===== src/hw/rtl/eeps_pkg.sv =====
// ----------------------------------------------------------------------------
// Encoder edge period speed package
// Shared widths, event kinds and sequencer state codes.
// ----------------------------------------------------------------------------
package eeps_pkg;

    localparam int unsigned NUM_W   = 24;
    localparam int unsigned SPEED_W = 25;
    localparam int unsigned COUNT_W = 32;
    localparam int unsigned DIR_W   = 2;
    localparam int unsigned STAMP_W = 32;
    localparam int unsigned KIND_W  = 2;

    localparam logic [NUM_W-1:0] NUM_RESET = 24'd162162;

    localparam logic [KIND_W-1:0] KIND_EDGE_A = 2'd0;
    localparam logic [KIND_W-1:0] KIND_EDGE_B = 2'd1;
    localparam logic [KIND_W-1:0] KIND_SAMPLE = 2'd2;
    localparam logic [KIND_W-1:0] KIND_CLEAR  = 2'd3;

    localparam logic [DIR_W-1:0] DIR_NONE = 2'b00;
    localparam logic [DIR_W-1:0] DIR_FWD  = 2'b01;
    localparam logic [DIR_W-1:0] DIR_BWD  = 2'b11;

    typedef enum logic [4:0] {
        S_IDLE = 5'b00001,
        S_LIV  = 5'b00010,
        S_NIV  = 5'b00100,
        S_DIV  = 5'b01000,
        S_DONE = 5'b10000
    } t_state;

endpackage


===== src/hw/rtl/eeps_div.sv =====
// ----------------------------------------------------------------------------
// Encoder speed serial divider
// Restoring divider, one quotient bit per cycle, numerator over interval.
// ----------------------------------------------------------------------------
module eeps_div import eeps_pkg::*; #(
    parameter int unsigned TIME_WIDTH = 32
) (
    input  logic                  i_clk,
    input  logic                  i_rst_n,
    input  logic                  i_start,
    input  logic [NUM_W-1:0]      i_dividend,
    input  logic [TIME_WIDTH-1:0] i_divisor,
    output logic                  o_done,
    output logic [NUM_W-1:0]      o_quotient
);

    localparam int unsigned RW    = TIME_WIDTH + 1;
    localparam int unsigned CNT_W = $clog2(NUM_W);
    localparam logic [CNT_W-1:0] CNT_LAST = CNT_W'(NUM_W - 1);

    logic                  r_busy, n_busy;
    logic                  r_done, n_done;
    logic [CNT_W-1:0]      r_cnt, n_cnt;
    logic [RW-1:0]         r_rem, n_rem;
    logic [NUM_W-1:0]      r_quo, n_quo;
    logic [TIME_WIDTH-1:0] r_div, n_div;
    logic [RW-1:0]         w_trial;
    logic [RW-1:0]         w_diff;
    logic                  w_fit;

    assign w_trial = {r_rem[RW-2:0], r_quo[NUM_W-1]};
    assign w_diff  = w_trial - {1'b0, r_div};
    assign w_fit   = (w_trial >= {1'b0, r_div});

    always_comb begin
        n_busy = r_busy;
        n_done = 1'b0;
        n_cnt  = r_cnt;
        n_rem  = r_rem;
        n_quo  = r_quo;
        n_div  = r_div;
        if (i_start) begin
            n_busy = 1'b1;
            n_cnt  = '0;
            n_rem  = '0;
            n_quo  = i_dividend;
            n_div  = i_divisor;
        end else if (r_busy) begin
            n_rem = w_fit ? w_diff : w_trial;
            n_quo = {r_quo[NUM_W-2:0], w_fit};
            n_cnt = r_cnt + 1'b1;
            if (r_cnt == CNT_LAST) begin
                n_busy = 1'b0;
                n_done = 1'b1;
            end
        end
    end

    always_ff @(posedge i_clk) begin
        if (!i_rst_n) begin
            r_busy <= 1'b0;
            r_done <= 1'b0;
            r_cnt  <= '0;
        end else begin
            r_busy <= n_busy;
            r_done <= n_done;
            r_cnt  <= n_cnt;
        end
        r_rem <= n_rem;
        r_quo <= n_quo;
        r_div <= n_div;
    end

    assign o_done     = r_done;
    assign o_quotient = r_quo;

endmodule


===== src/hw/rtl/encoder_edge_period_speed_core.sv =====
// ----------------------------------------------------------------------------
// Encoder edge period speed core
// Quadrature edge counter with period based speed estimate.
//
// Input stream: one word per encoder event. tuser carries the event kind
// (edge on A, edge on B, speed sample, clear count); tdata carries the level
// of the opposite channel and the microsecond timestamp.
// Output stream: one word per event with signed speed, signed count and
// direction, reflecting the state after the event.
// Config channel: writes the speed numerator; write only while idle.
//
// Input is taken only in the idle state, so one word is in progress at a time.
// The serial divider makes one quotient bit per cycle; interval difference,
// compare and sign are done around it, through S_LIV, S_NIV, S_DIV and S_DONE.
// Until a second qualifying encoder edge is seen, no division runs; S_DONE follows S_IDLE directly.
// A finished word waits in the output register; the next event is taken
// meanwhile, but its result is held until the receiver takes the waiting one.
// Reset clears count, direction, edge times and edge history, and restores
// the numerator to its default.
// ----------------------------------------------------------------------------
module encoder_edge_period_speed_core import eeps_pkg::*; #(
    parameter int unsigned TIME_WIDTH = 32
) (
    input  logic              i_clk,
    input  logic              i_rst_n,
    input  logic              i_s_tvalid,
    output logic              o_s_tready,
    input  logic [39:0]       i_s_tdata,   // other_level, now_us[31:0], zero pad
    input  logic [KIND_W-1:0] i_s_tuser,   // kind
    output logic              o_m_tvalid,
    input  logic              i_m_tready,
    output logic [63:0]       o_m_tdata,   // speed_rpm[24:0], pulse_count[31:0],
                                           // direction[1:0], zero pad
    input  logic              i_cfg_valid,
    output logic              o_cfg_ready,
    input  logic [NUM_W-1:0]  i_cfg_data
);

    t_state                r_state, n_state;
    logic [NUM_W-1:0]      r_num;
    logic [TIME_WIDTH-1:0] r_prev, n_prev;
    logic [TIME_WIDTH-1:0] r_last, n_last;
    logic [TIME_WIDTH-1:0] r_now, n_now;
    logic [1:0]            r_edges, n_edges;
    logic [COUNT_W-1:0]    r_count, n_count;
    logic [DIR_W-1:0]      r_dir, n_dir;
    logic [TIME_WIDTH-1:0] r_liv, n_liv;
    logic [SPEED_W-1:0]    r_speed, n_speed;
    logic                  r_ovalid, n_ovalid;
    logic [63:0]           r_odata, n_odata;

    logic                  w_accept;
    logic                  w_cfg;
    logic                  w_edge;
    logic [TIME_WIDTH-1:0] w_stamp;
    logic [TIME_WIDTH-1:0] w_niv;
    logic [TIME_WIDTH-1:0] w_iv;
    logic                  w_start;
    logic                  w_done;
    logic [NUM_W-1:0]      w_quo;
    logic [SPEED_W-1:0]    w_q_ext;

    generate
        if (TIME_WIDTH > STAMP_W) begin : g_wide
            assign w_stamp = {{(TIME_WIDTH-STAMP_W){1'b0}}, i_s_tdata[32:1]};
        end else if (TIME_WIDTH == STAMP_W) begin : g_same
            assign w_stamp = i_s_tdata[32:1];
        end else begin : g_narrow
            assign w_stamp = i_s_tdata[TIME_WIDTH:1];
        end
    endgenerate

    assign o_s_tready  = (r_state == S_IDLE);
    assign o_cfg_ready = 1'b1;
    assign w_accept    = i_s_tvalid && o_s_tready;
    assign w_cfg       = i_cfg_valid && o_cfg_ready;
    assign w_edge      = !i_s_tdata[0]
                         && ((i_s_tuser == KIND_EDGE_A) || (i_s_tuser == KIND_EDGE_B));

    assign w_niv   = r_now - r_last;
    assign w_q_ext = {1'b0, w_quo};

    always_comb begin
        w_iv = (r_liv < w_niv) ? w_niv : r_liv;
        if (w_iv == '0) begin
            w_iv = TIME_WIDTH'(1);
        end
    end

    assign w_start = (r_state == S_NIV);

    eeps_div #(
        .TIME_WIDTH (TIME_WIDTH)
    ) u_div (
        .i_clk      (i_clk),
        .i_rst_n    (i_rst_n),
        .i_start    (w_start),
        .i_dividend (r_num),
        .i_divisor  (w_iv),
        .o_done     (w_done),
        .o_quotient (w_quo)
    );

    always_comb begin
        n_state  = r_state;
        n_prev   = r_prev;
        n_last   = r_last;
        n_now    = r_now;
        n_edges  = r_edges;
        n_count  = r_count;
        n_dir    = r_dir;
        n_liv    = r_liv;
        n_speed  = r_speed;
        n_ovalid = r_ovalid;
        n_odata  = r_odata;

        if (r_ovalid && i_m_tready) begin
            n_ovalid = 1'b0;
        end

        case (r_state)
            S_IDLE: begin
                if (w_accept) begin
                    n_now   = w_stamp;
                    n_speed = '0;
                    if (w_edge) begin
                        n_prev = r_last;
                        n_last = w_stamp;
                        if (r_edges != 2'd2) begin
                            n_edges = r_edges + 1'b1;
                        end
                        if (i_s_tuser == KIND_EDGE_A) begin
                            n_count = r_count + 1'b1;
                            n_dir   = DIR_FWD;
                        end else begin
                            n_count = r_count - 1'b1;
                            n_dir   = DIR_BWD;
                        end
                    end else if (i_s_tuser == KIND_CLEAR) begin
                        n_count = '0;
                    end
                    if (n_edges == 2'd2 && n_dir != DIR_NONE) begin
                        n_state = S_LIV;
                    end else begin
                        n_state = S_DONE;
                    end
                end
            end
            S_LIV: begin
                n_liv   = r_last - r_prev;
                n_state = S_NIV;
            end
            S_NIV: begin
                n_state = S_DIV;
            end
            S_DIV: begin
                if (w_done) begin
                    n_speed = (r_dir == DIR_BWD) ? (SPEED_W'(0) - w_q_ext) : w_q_ext;
                    n_state = S_DONE;
                end
            end
            S_DONE: begin
                if (!r_ovalid || i_m_tready) begin
                    n_ovalid = 1'b1;
                    n_odata  = {5'd0, r_dir, r_count, r_speed};
                    n_state  = S_IDLE;
                end
            end
            default: begin
                n_state = S_IDLE;
            end
        endcase
    end

    always_ff @(posedge i_clk) begin
        if (!i_rst_n) begin
            r_state  <= S_IDLE;
            r_num    <= NUM_RESET;
            r_prev   <= '0;
            r_last   <= '0;
            r_edges  <= '0;
            r_count  <= '0;
            r_dir    <= DIR_NONE;
            r_ovalid <= 1'b0;
        end else begin
            r_state  <= n_state;
            r_prev   <= n_prev;
            r_last   <= n_last;
            r_edges  <= n_edges;
            r_count  <= n_count;
            r_dir    <= n_dir;
            r_ovalid <= n_ovalid;
            if (w_cfg) begin
                r_num <= i_cfg_data;
            end
        end
        r_now   <= n_now;
        r_liv   <= n_liv;
        r_speed <= n_speed;
        r_odata <= n_odata;
    end

    assign o_m_tvalid = r_ovalid;
    assign o_m_tdata  = r_odata;

    a_busy_after_accept: assert property (@(posedge i_clk) disable iff (!i_rst_n)
        w_accept |=> !o_s_tready)
        else $error("input taken while an event is in progress");

    a_edges_saturate: assert property (@(posedge i_clk) disable iff (!i_rst_n)
        r_edges != 2'd3)
        else $error("edge history beyond two");

    a_done_in_div: assert property (@(posedge i_clk) disable iff (!i_rst_n)
        w_done |-> (r_state == S_DIV))
        else $error("divider finished outside divide state");

    a_div_needs_dir: assert property (@(posedge i_clk) disable iff (!i_rst_n)
        (r_state == S_DIV) |-> (r_dir != DIR_NONE && r_edges == 2'd2))
        else $error("divide started without two edges and a direction");

endmodule

===== config.mk =====
export PLATFORM = sky130hd
export DESIGN_NAME = encoder_edge_period_speed_core
export DESIGN_NICKNAME = d
export VERILOG_FILES = /design/src/hw/rtl/eeps_pkg.sv /design/src/hw/rtl/eeps_div.sv /design/src/hw/rtl/encoder_edge_period_speed_core.sv
export SDC_FILE = /design/constraint.sdc
export NUM_CORES = 1
export LEC_CHECK = 0
export BUFFER_PORTS_ARGS = -buffer_cell sky130_fd_sc_hd__clkbuf_2
export CORE_ASPECT_RATIO = 0.9
export CORE_MARGIN = 1
export CORE_UTILIZATION = 63
export DETAILED_ROUTE_END_ITERATION = 8
export PLACE_DENSITY_LB_ADDON = 0.15
export SLEW_MARGIN = 10
export SYNTH_ARGS = -nofsm -noshare
export SYNTH_HDL_FRONTEND = slang
export SYNTH_SLANG_ARGS = --single-unit

===== constraint.sdc =====
create_clock -name i_clk -period 8.2 [get_ports i_clk]
set_input_delay 1.23 -clock i_clk [delete_from_list [all_inputs] [get_ports i_clk]]
set_output_delay 1.23 -clock i_clk [all_outputs]
set_load 0.02 [all_outputs]

# ---- Yosys cells after proc, flatten, opt, wreduce, memory -nomap -nowiden
# Index checks and enable logic that the tools add are counted.
dict set report totals {
  regBits 373
  latchBits 0
  ramBits 0
  romBits 0
  inputBits 71
  output_inout_bits 67
  memories 0
}
dict set report classes {
  add_sub_neg 8
  multipliers 0
  n_div 0
  n_lt_le_gt_ge 2
  n_eq_ne 14
  n_shift 0
  mux 31
  bitwise_logic 2
  n_reduce_logical 22
}
# operator count
set op_table {}
lappend op_table {{$mux 32} 5}
lappend op_table {{$sub 32x32->32} 3}
lappend op_table {{$mux 25} 3}
lappend op_table {{$pmux 25 s2} 1}
lappend op_table {{$mux 24} 2}
lappend op_table {{$ge 33x32->1} 1}
lappend op_table {{$add 32x1->32 const B} 1}
lappend op_table {{$logic_not 32->1} 1}
lappend op_table {{$lt 32x32->1} 1}
lappend op_table {{$sub 32x1->32 const B} 1}
lappend op_table {{$pmux 5 s5} 1}
lappend op_table {{$sub 1x24->25 const A} 1}
lappend op_table {{$mux 5} 4}
lappend op_table {{$mux 2} 8}
lappend op_table {{$reduce_and 3->1} 4}
lappend op_table {{$eq 5x5->1 const B} 2}
lappend op_table {{$reduce_bool 2->1} 4}
lappend op_table {{$mux 1} 7}
lappend op_table {{$eq 2x2->1 const B} 3}
lappend op_table {{$add 5x1->5 const B} 1}
lappend op_table {{$eq 5x1->1 const B} 1}
lappend op_table {{$eq 5x2->1 const B} 1}
lappend op_table {{$eq 5x3->1 const B} 1}
lappend op_table {{$eq 5x4->1 const B} 1}
lappend op_table {{12 further kinds} 21}

# ---- Logic depth before layout (Yosys ltp)
dict set report depth {
  ltp_word 11
  ltp_mapped 25
  mapped_depth_nobuf 23
}

# ---- By module
# From an unflattened synthesis, not the netlist that was laid out.
dict set report unflattened {
  cells_unflattened 2264
  hier_area_um2 21558.2
}
# module instances cells_per_inst area_per_inst_um2 seq_area_each_um2
set modules_own_cells {}
lappend modules_own_cells {encoder_edge_period_speed_core 1 1694 15871.5 7046.8}
lappend modules_own_cells {eeps_div 1 570 5686.7 2462.4}

# ---- Worst setup path after synthesis
# OpenSTA, ideal clock, no wires.
dict set report synth_path {
  path_type {reg-to-reg}
  start {register r_last[18]}
  end {register u_div.r_div[0], data pin}
  arrival_time_ns 5.390
  path_slack_ns 2.646
  stages_incl_launch_ff 26
  path_buffers 2
  period_less_slack_ns 5.554
  path_cell_list {dfxtp_1 -> inv_1 -> ha_1 -> clkbuf_1 -> a21oi_1 -> o21ai_0 -> a221o_1 -> a21oi_1 -> o311ai_1 -> a221oi_1 -> o211ai_1 -> o21ai_0 -> xnor2_1 -> ha_1 -> nand4_1 -> nor4_2 -> o2111ai_1 -> a21oi_2 -> or2_1 -> clkbuf_8 -> nor2_1 -> a221o_1 -> or4_1 -> a2111oi_2 -> or4b_1 -> o31ai_2}
}
dict set report synth_via {
  elab_chain_len 4
}
# item line
set synth_lines {}
lappend synth_lines {{from (decl)} encoder_edge_period_speed_core.sv:42} ;# logic [TIME_WIDTH-1:0] r_last, n_last;
lappend synth_lines {{from (signal assigned)} encoder_edge_period_speed_core.sv:188} ;# r_last <= n_last;
lappend synth_lines {{$sub 32x32->32 (*)} encoder_edge_period_speed_core.sv:80} ;# assign w_niv = r_now - r_last;
lappend synth_lines {{$lt 32x32->1} encoder_edge_period_speed_core.sv:84} ;# w_iv = (r_liv < w_niv) ? w_niv : r_liv;
lappend synth_lines {{$mux 32 (*)} encoder_edge_period_speed_core.sv:84}
lappend synth_lines {{$logic_not 32->1} encoder_edge_period_speed_core.sv:85} ;# if (w_iv == '0) begin
lappend synth_lines {{to (signal assigned)} eeps_div.sv:71} ;# r_div <= n_div;
lappend synth_lines {{to (decl)} eeps_div.sv:26} ;# logic [TIME_WIDTH-1:0] r_div, n_div;
# Mark *: on every way between the ends. The rest lies on a longest branch, timed or not.
# A chain may end at the register's enable or synchronous reset.

# ---- Final worst setup path
dict set report layout_path {
  start {register r_last[2]}
  end {register u_div.r_div[0], data pin}
}
# Same word-level chain as after synthesis.

==> results.yml <==
timing:
  hold_slack_ps: 416
  clock_skew_ps: 15.8
  timing.final.crit_period_ps: 6890
  slew-limit-headroom_pct: 28.6
  max_freq_ghz: 0.145
  drv_slew: 0
  hold_viol: 0
  min_period_over_period_pct: 84.1
  finalSetupTns_ps: 0
  setup_violations: 0
  tightest_slew_ps: 1070
  rsz0062_at_grt: "false"
clock_tree:
  cts.sinks: 373
  holdBufCountCts: 0
  cts_buffer_depth: 3
  ctsRootBufferMaster: "clkbuf_16"
  cts_tree: "done"
  insertion_delay_ps: 550
  postCtsSetupRepairBufs: 0
  cts_resized: 0
  cts_buffers: 40
  ctsHtreeMaxLevel: 2
  path_clk_slew_ps: 60
synth:
  synth_area_leaders: "edfxtp_1 (29%), dfxtp_1 (16%), ha_1 (9.4%), nand2_1 (5.9%), a21oi_1 (4.8%)"
  ys_ff_latch: 373
  synth_async_sr_flop_share_pct: 0
  ys_warn_count: 0
  synth_area_leader_cell: "edfxtp_1"
  ys.flop_type: "edfxtp_1"
  ys_types: 95
  synthCells: 2232
  postSynthAreaPerCell_um2: 9.41
  yosysSeqAreaShare_pct: 45.3
  synth_edf_count: 204
  syn-cell-area_um2: 21000
  synth_top_cell_area_share_pct: 29.2
floorplanning:
  ios: 138
  initial_core_util_pct: 63.9
  die-area_um2: 34100
  rows: 63
  fp.dieW_um: 195
  die_h_um: 175
  fp.coreArea_um2: 32900
routing:
  wl_um: 44600
  viasPerCell: 5.81
  drc: 0
  ant_nets: 0
  first_iter_violations: 952
  drt-pass1-iter-count: 5
  wl_per_cell_um: 16.0
  vias: 16186
pwr:
  p_int_mw: 3.65
  ir_drop_mv: 0.171
  cellLeakagePower_nw: 9.32
  power_density_nw_per_um2: 223
  p_switching_mw: 1.51
  p_seq_share_pct: 42.3
  switching_share_pct: 29.3
  pwr-share-clk_pct: 33.9
  comb_power_share_pct: 23.8
grt:
  grt_pass1_vias: 15604
  grt_util_all_layers_pct: 26.4
  grt_max_degree: 83
  antenna_found_initial: 0
  grt_pass1_wl_um: 74500
  grt_overflow_total: 0
final_layout:
  seqCellArea_um2: 9510
  n_fill_cell: 2525
  multi_input_area_um2: 10600
  design_area_um2: 23200
  nets: 2564
  drive_above_1_share_pct: 10.3
  antennaDiodeCount: 0
  area_delta_synth_final_pct: 10.4
placed_design:
  gp_congestion: 0.906
  post_dp_cell_area_um2: 21900
  port-buffer-count: 124
  dpl.hpwl_um: 31800
outcome:
  outcome: "finished, final reports clean"
setup_path:
  crit_fanout: 23
  crit_type: "reg2reg"
  critPathLaunchType: "flip-flop"
  critical_path_arrival_ps: 7270
  end_kind: "flip-flop"
  cp.required_ps: 8580
  crit_chain: "inv_1, ha_1, o21ai_0, a21oi_1, o221a_2, o21ai_2, o311ai_1, a221oi_1, o211ai_1, o21ai_0, xnor2_1, ha_1, nand4_1, nor4_2, o2111ai_1, a21oi_2, or2_1, o21ai_0, a221o_1, or4_1, a2111oi_2, or4b_1, o31ai_2"
  critPathSlowestCell: "or2_1"
  slowest_delay_ps: 560
  crit_top_cell: "o21ai_0"
run:
  drv_cap: 0
hold_path:
  worstHoldPathType: "reg2reg"
==> cells in the mapped netlist (all sizes together) (6+ instances only) <==
cell     number
a211oi       19
a21boi        6
a21o         53
a21oi       204
a22oi        21
a31oi        13
and2         12
and3         10
and4          9
buf          17
clkbuf       67
dfxtp       169
edfxtp      204
ha          158
inv         154
mux2i        51
nand2       333
nand2b       19
nand3        24
nand3b        7
nand4        24
nor2        144
nor2b        40
nor3         31
nor3b         7
nor4         11
o2111ai       6
o211ai       17
o21a         18
o21ai       141
o221ai        6
o31ai         9
or2           9
or3          16
xnor2        85
xor2         41
==> state kept, by name, indices dropped and copies added, names as in the netlist <==
signal / flops
o_m_tdata: 59
r_count: 32
r_last: 32
r_liv: 32
r_now: 32
r_prev: 32
u_div.r_div: 32
u_div.r_rem: 32
r_speed: 25
r_num: 24
u_div.o_quotient: 24
r_state: 5
u_div.r_cnt: 5
r_dir: 2
r_edges: 2
o_m_tvalid: 1
u_div.o_done: 1
u_div.r_busy: 1
==> power by group through the flow <==
stage	Clock (mW)	Sequential (mW)	Combinational, mW
2_1_floorplan	0	2.22	0.947
3_3_place_gp	0	2.22	1.18
3_5_place_dp	0	2.22	1.21
4_1_cts	1.79	2.18	1.22
5_1_grt	1.87	2.19	1.38
6_report	1.75	2.18	1.23
==> cells by family after synthesis <==
kind of cell | synth area share (%)
AOI/OAI and AO/OA | 16.9
xor gates and xnor gates | 5.25
adders and majority gates | 9.79
buffers and inverters | 4.54
DFF | 45.3
muxes | 2.54
other | 0.0357
and+or+nand+nor | 15.7
==> worst paths after layout <==
| path | start | endpoint | slack [ps] | cells past startpoint |
|---|---|---|---|---|
| max | r_last[2]$_SDFFE_PN0P_ | u_div.r_div[0]$_SDFFCE_PN1P_ | 1310 | 23 |
| min | r_speed[0]$_SDFFCE_PN0P_ | o_m_tdata[0]$_DFFE_PP_ | 420 | 0 |
| max reg2reg | r_last[2]$_SDFFE_PN0P_ | u_div.r_div[0]$_SDFFCE_PN1P_ | 1310 | 23 |
| min reg2reg | r_speed[0]$_SDFFCE_PN0P_ | o_m_tdata[0]$_DFFE_PP_ | 420 | 0 |
==> cell usage in the layout, fill, tap and decap left out, types with 21 or more instances in the layout <==
cell	synthesis	layout
a21oi_1	201	201
xnor2_1	85	85
nand3_1	24	24
nor2_1	144	144
a21o_1	53	53
dfxtp_1	169	169
clkbuf_16	0	41
xor2_1	41	41
ha_1	158	158
nor3_1	31	29
a22oi_1	21	21
clkbuf_2	0	124
o21ai_0	132	132
edfxtp_1	204	204
nand2_1	332	331
nor2b_1	40	39
mux2i_1	51	51
nand4_1	23	23
inv_1	153	153
==> stage by stage <==
stage / instances / utilization (%) / total power [mW] / setup WS, ps
global placement: 2711 / 66.7 / 3.39 / 1520
CTS: 2785 / 70.6 / 5.20 / 1340
detailed placement: 2711 / 66.7 / 3.43 / 1320
finish: 2785 / 70.6 / 5.17 / 1310
global route: 2785 / 70.6 / 5.44 / 885
floorplan: 2236 / - / 3.17 / 2650
==> critical path, delay by kind of cell (launching register included) <==
| family | cells | cell delay [ps] |
|---|---|---|
| XOR/XNOR | 1 | 200 |
| AND/OR/NAND/NOR | 5 | 2040 |
| AO/OA/AOI/OAI | 14 | 3380 |
| adder cells (fa/ha/maj) | 2 | 700 |
| buffers and inverters | 1 | 60 |
| flip-flops | 1 | 370 |
==> area by class of cell <==
type | instances | share of cell area, %
timing repair buffer | 137 | 3.09
sequential | 373 | 41.0
clock inverter | 20 | 0.685
inverter | 155 | 2.51
clock buffer | 54 | 4.85
tap | 422 | 2.28
multi-input combinational | 1624 | 45.6
==> routing by layer <==
layer  vias up  global-route usage, %  routed length (um)
li1       8154                      -                   -
met1      7586                   34.6               20800
met2       363                   45.7               21100
met3        83                   3.21                1700
met4         0                   8.47                1060
met5         -                      0                   0
No activity file was read; power rests on OpenSTA's default activity.
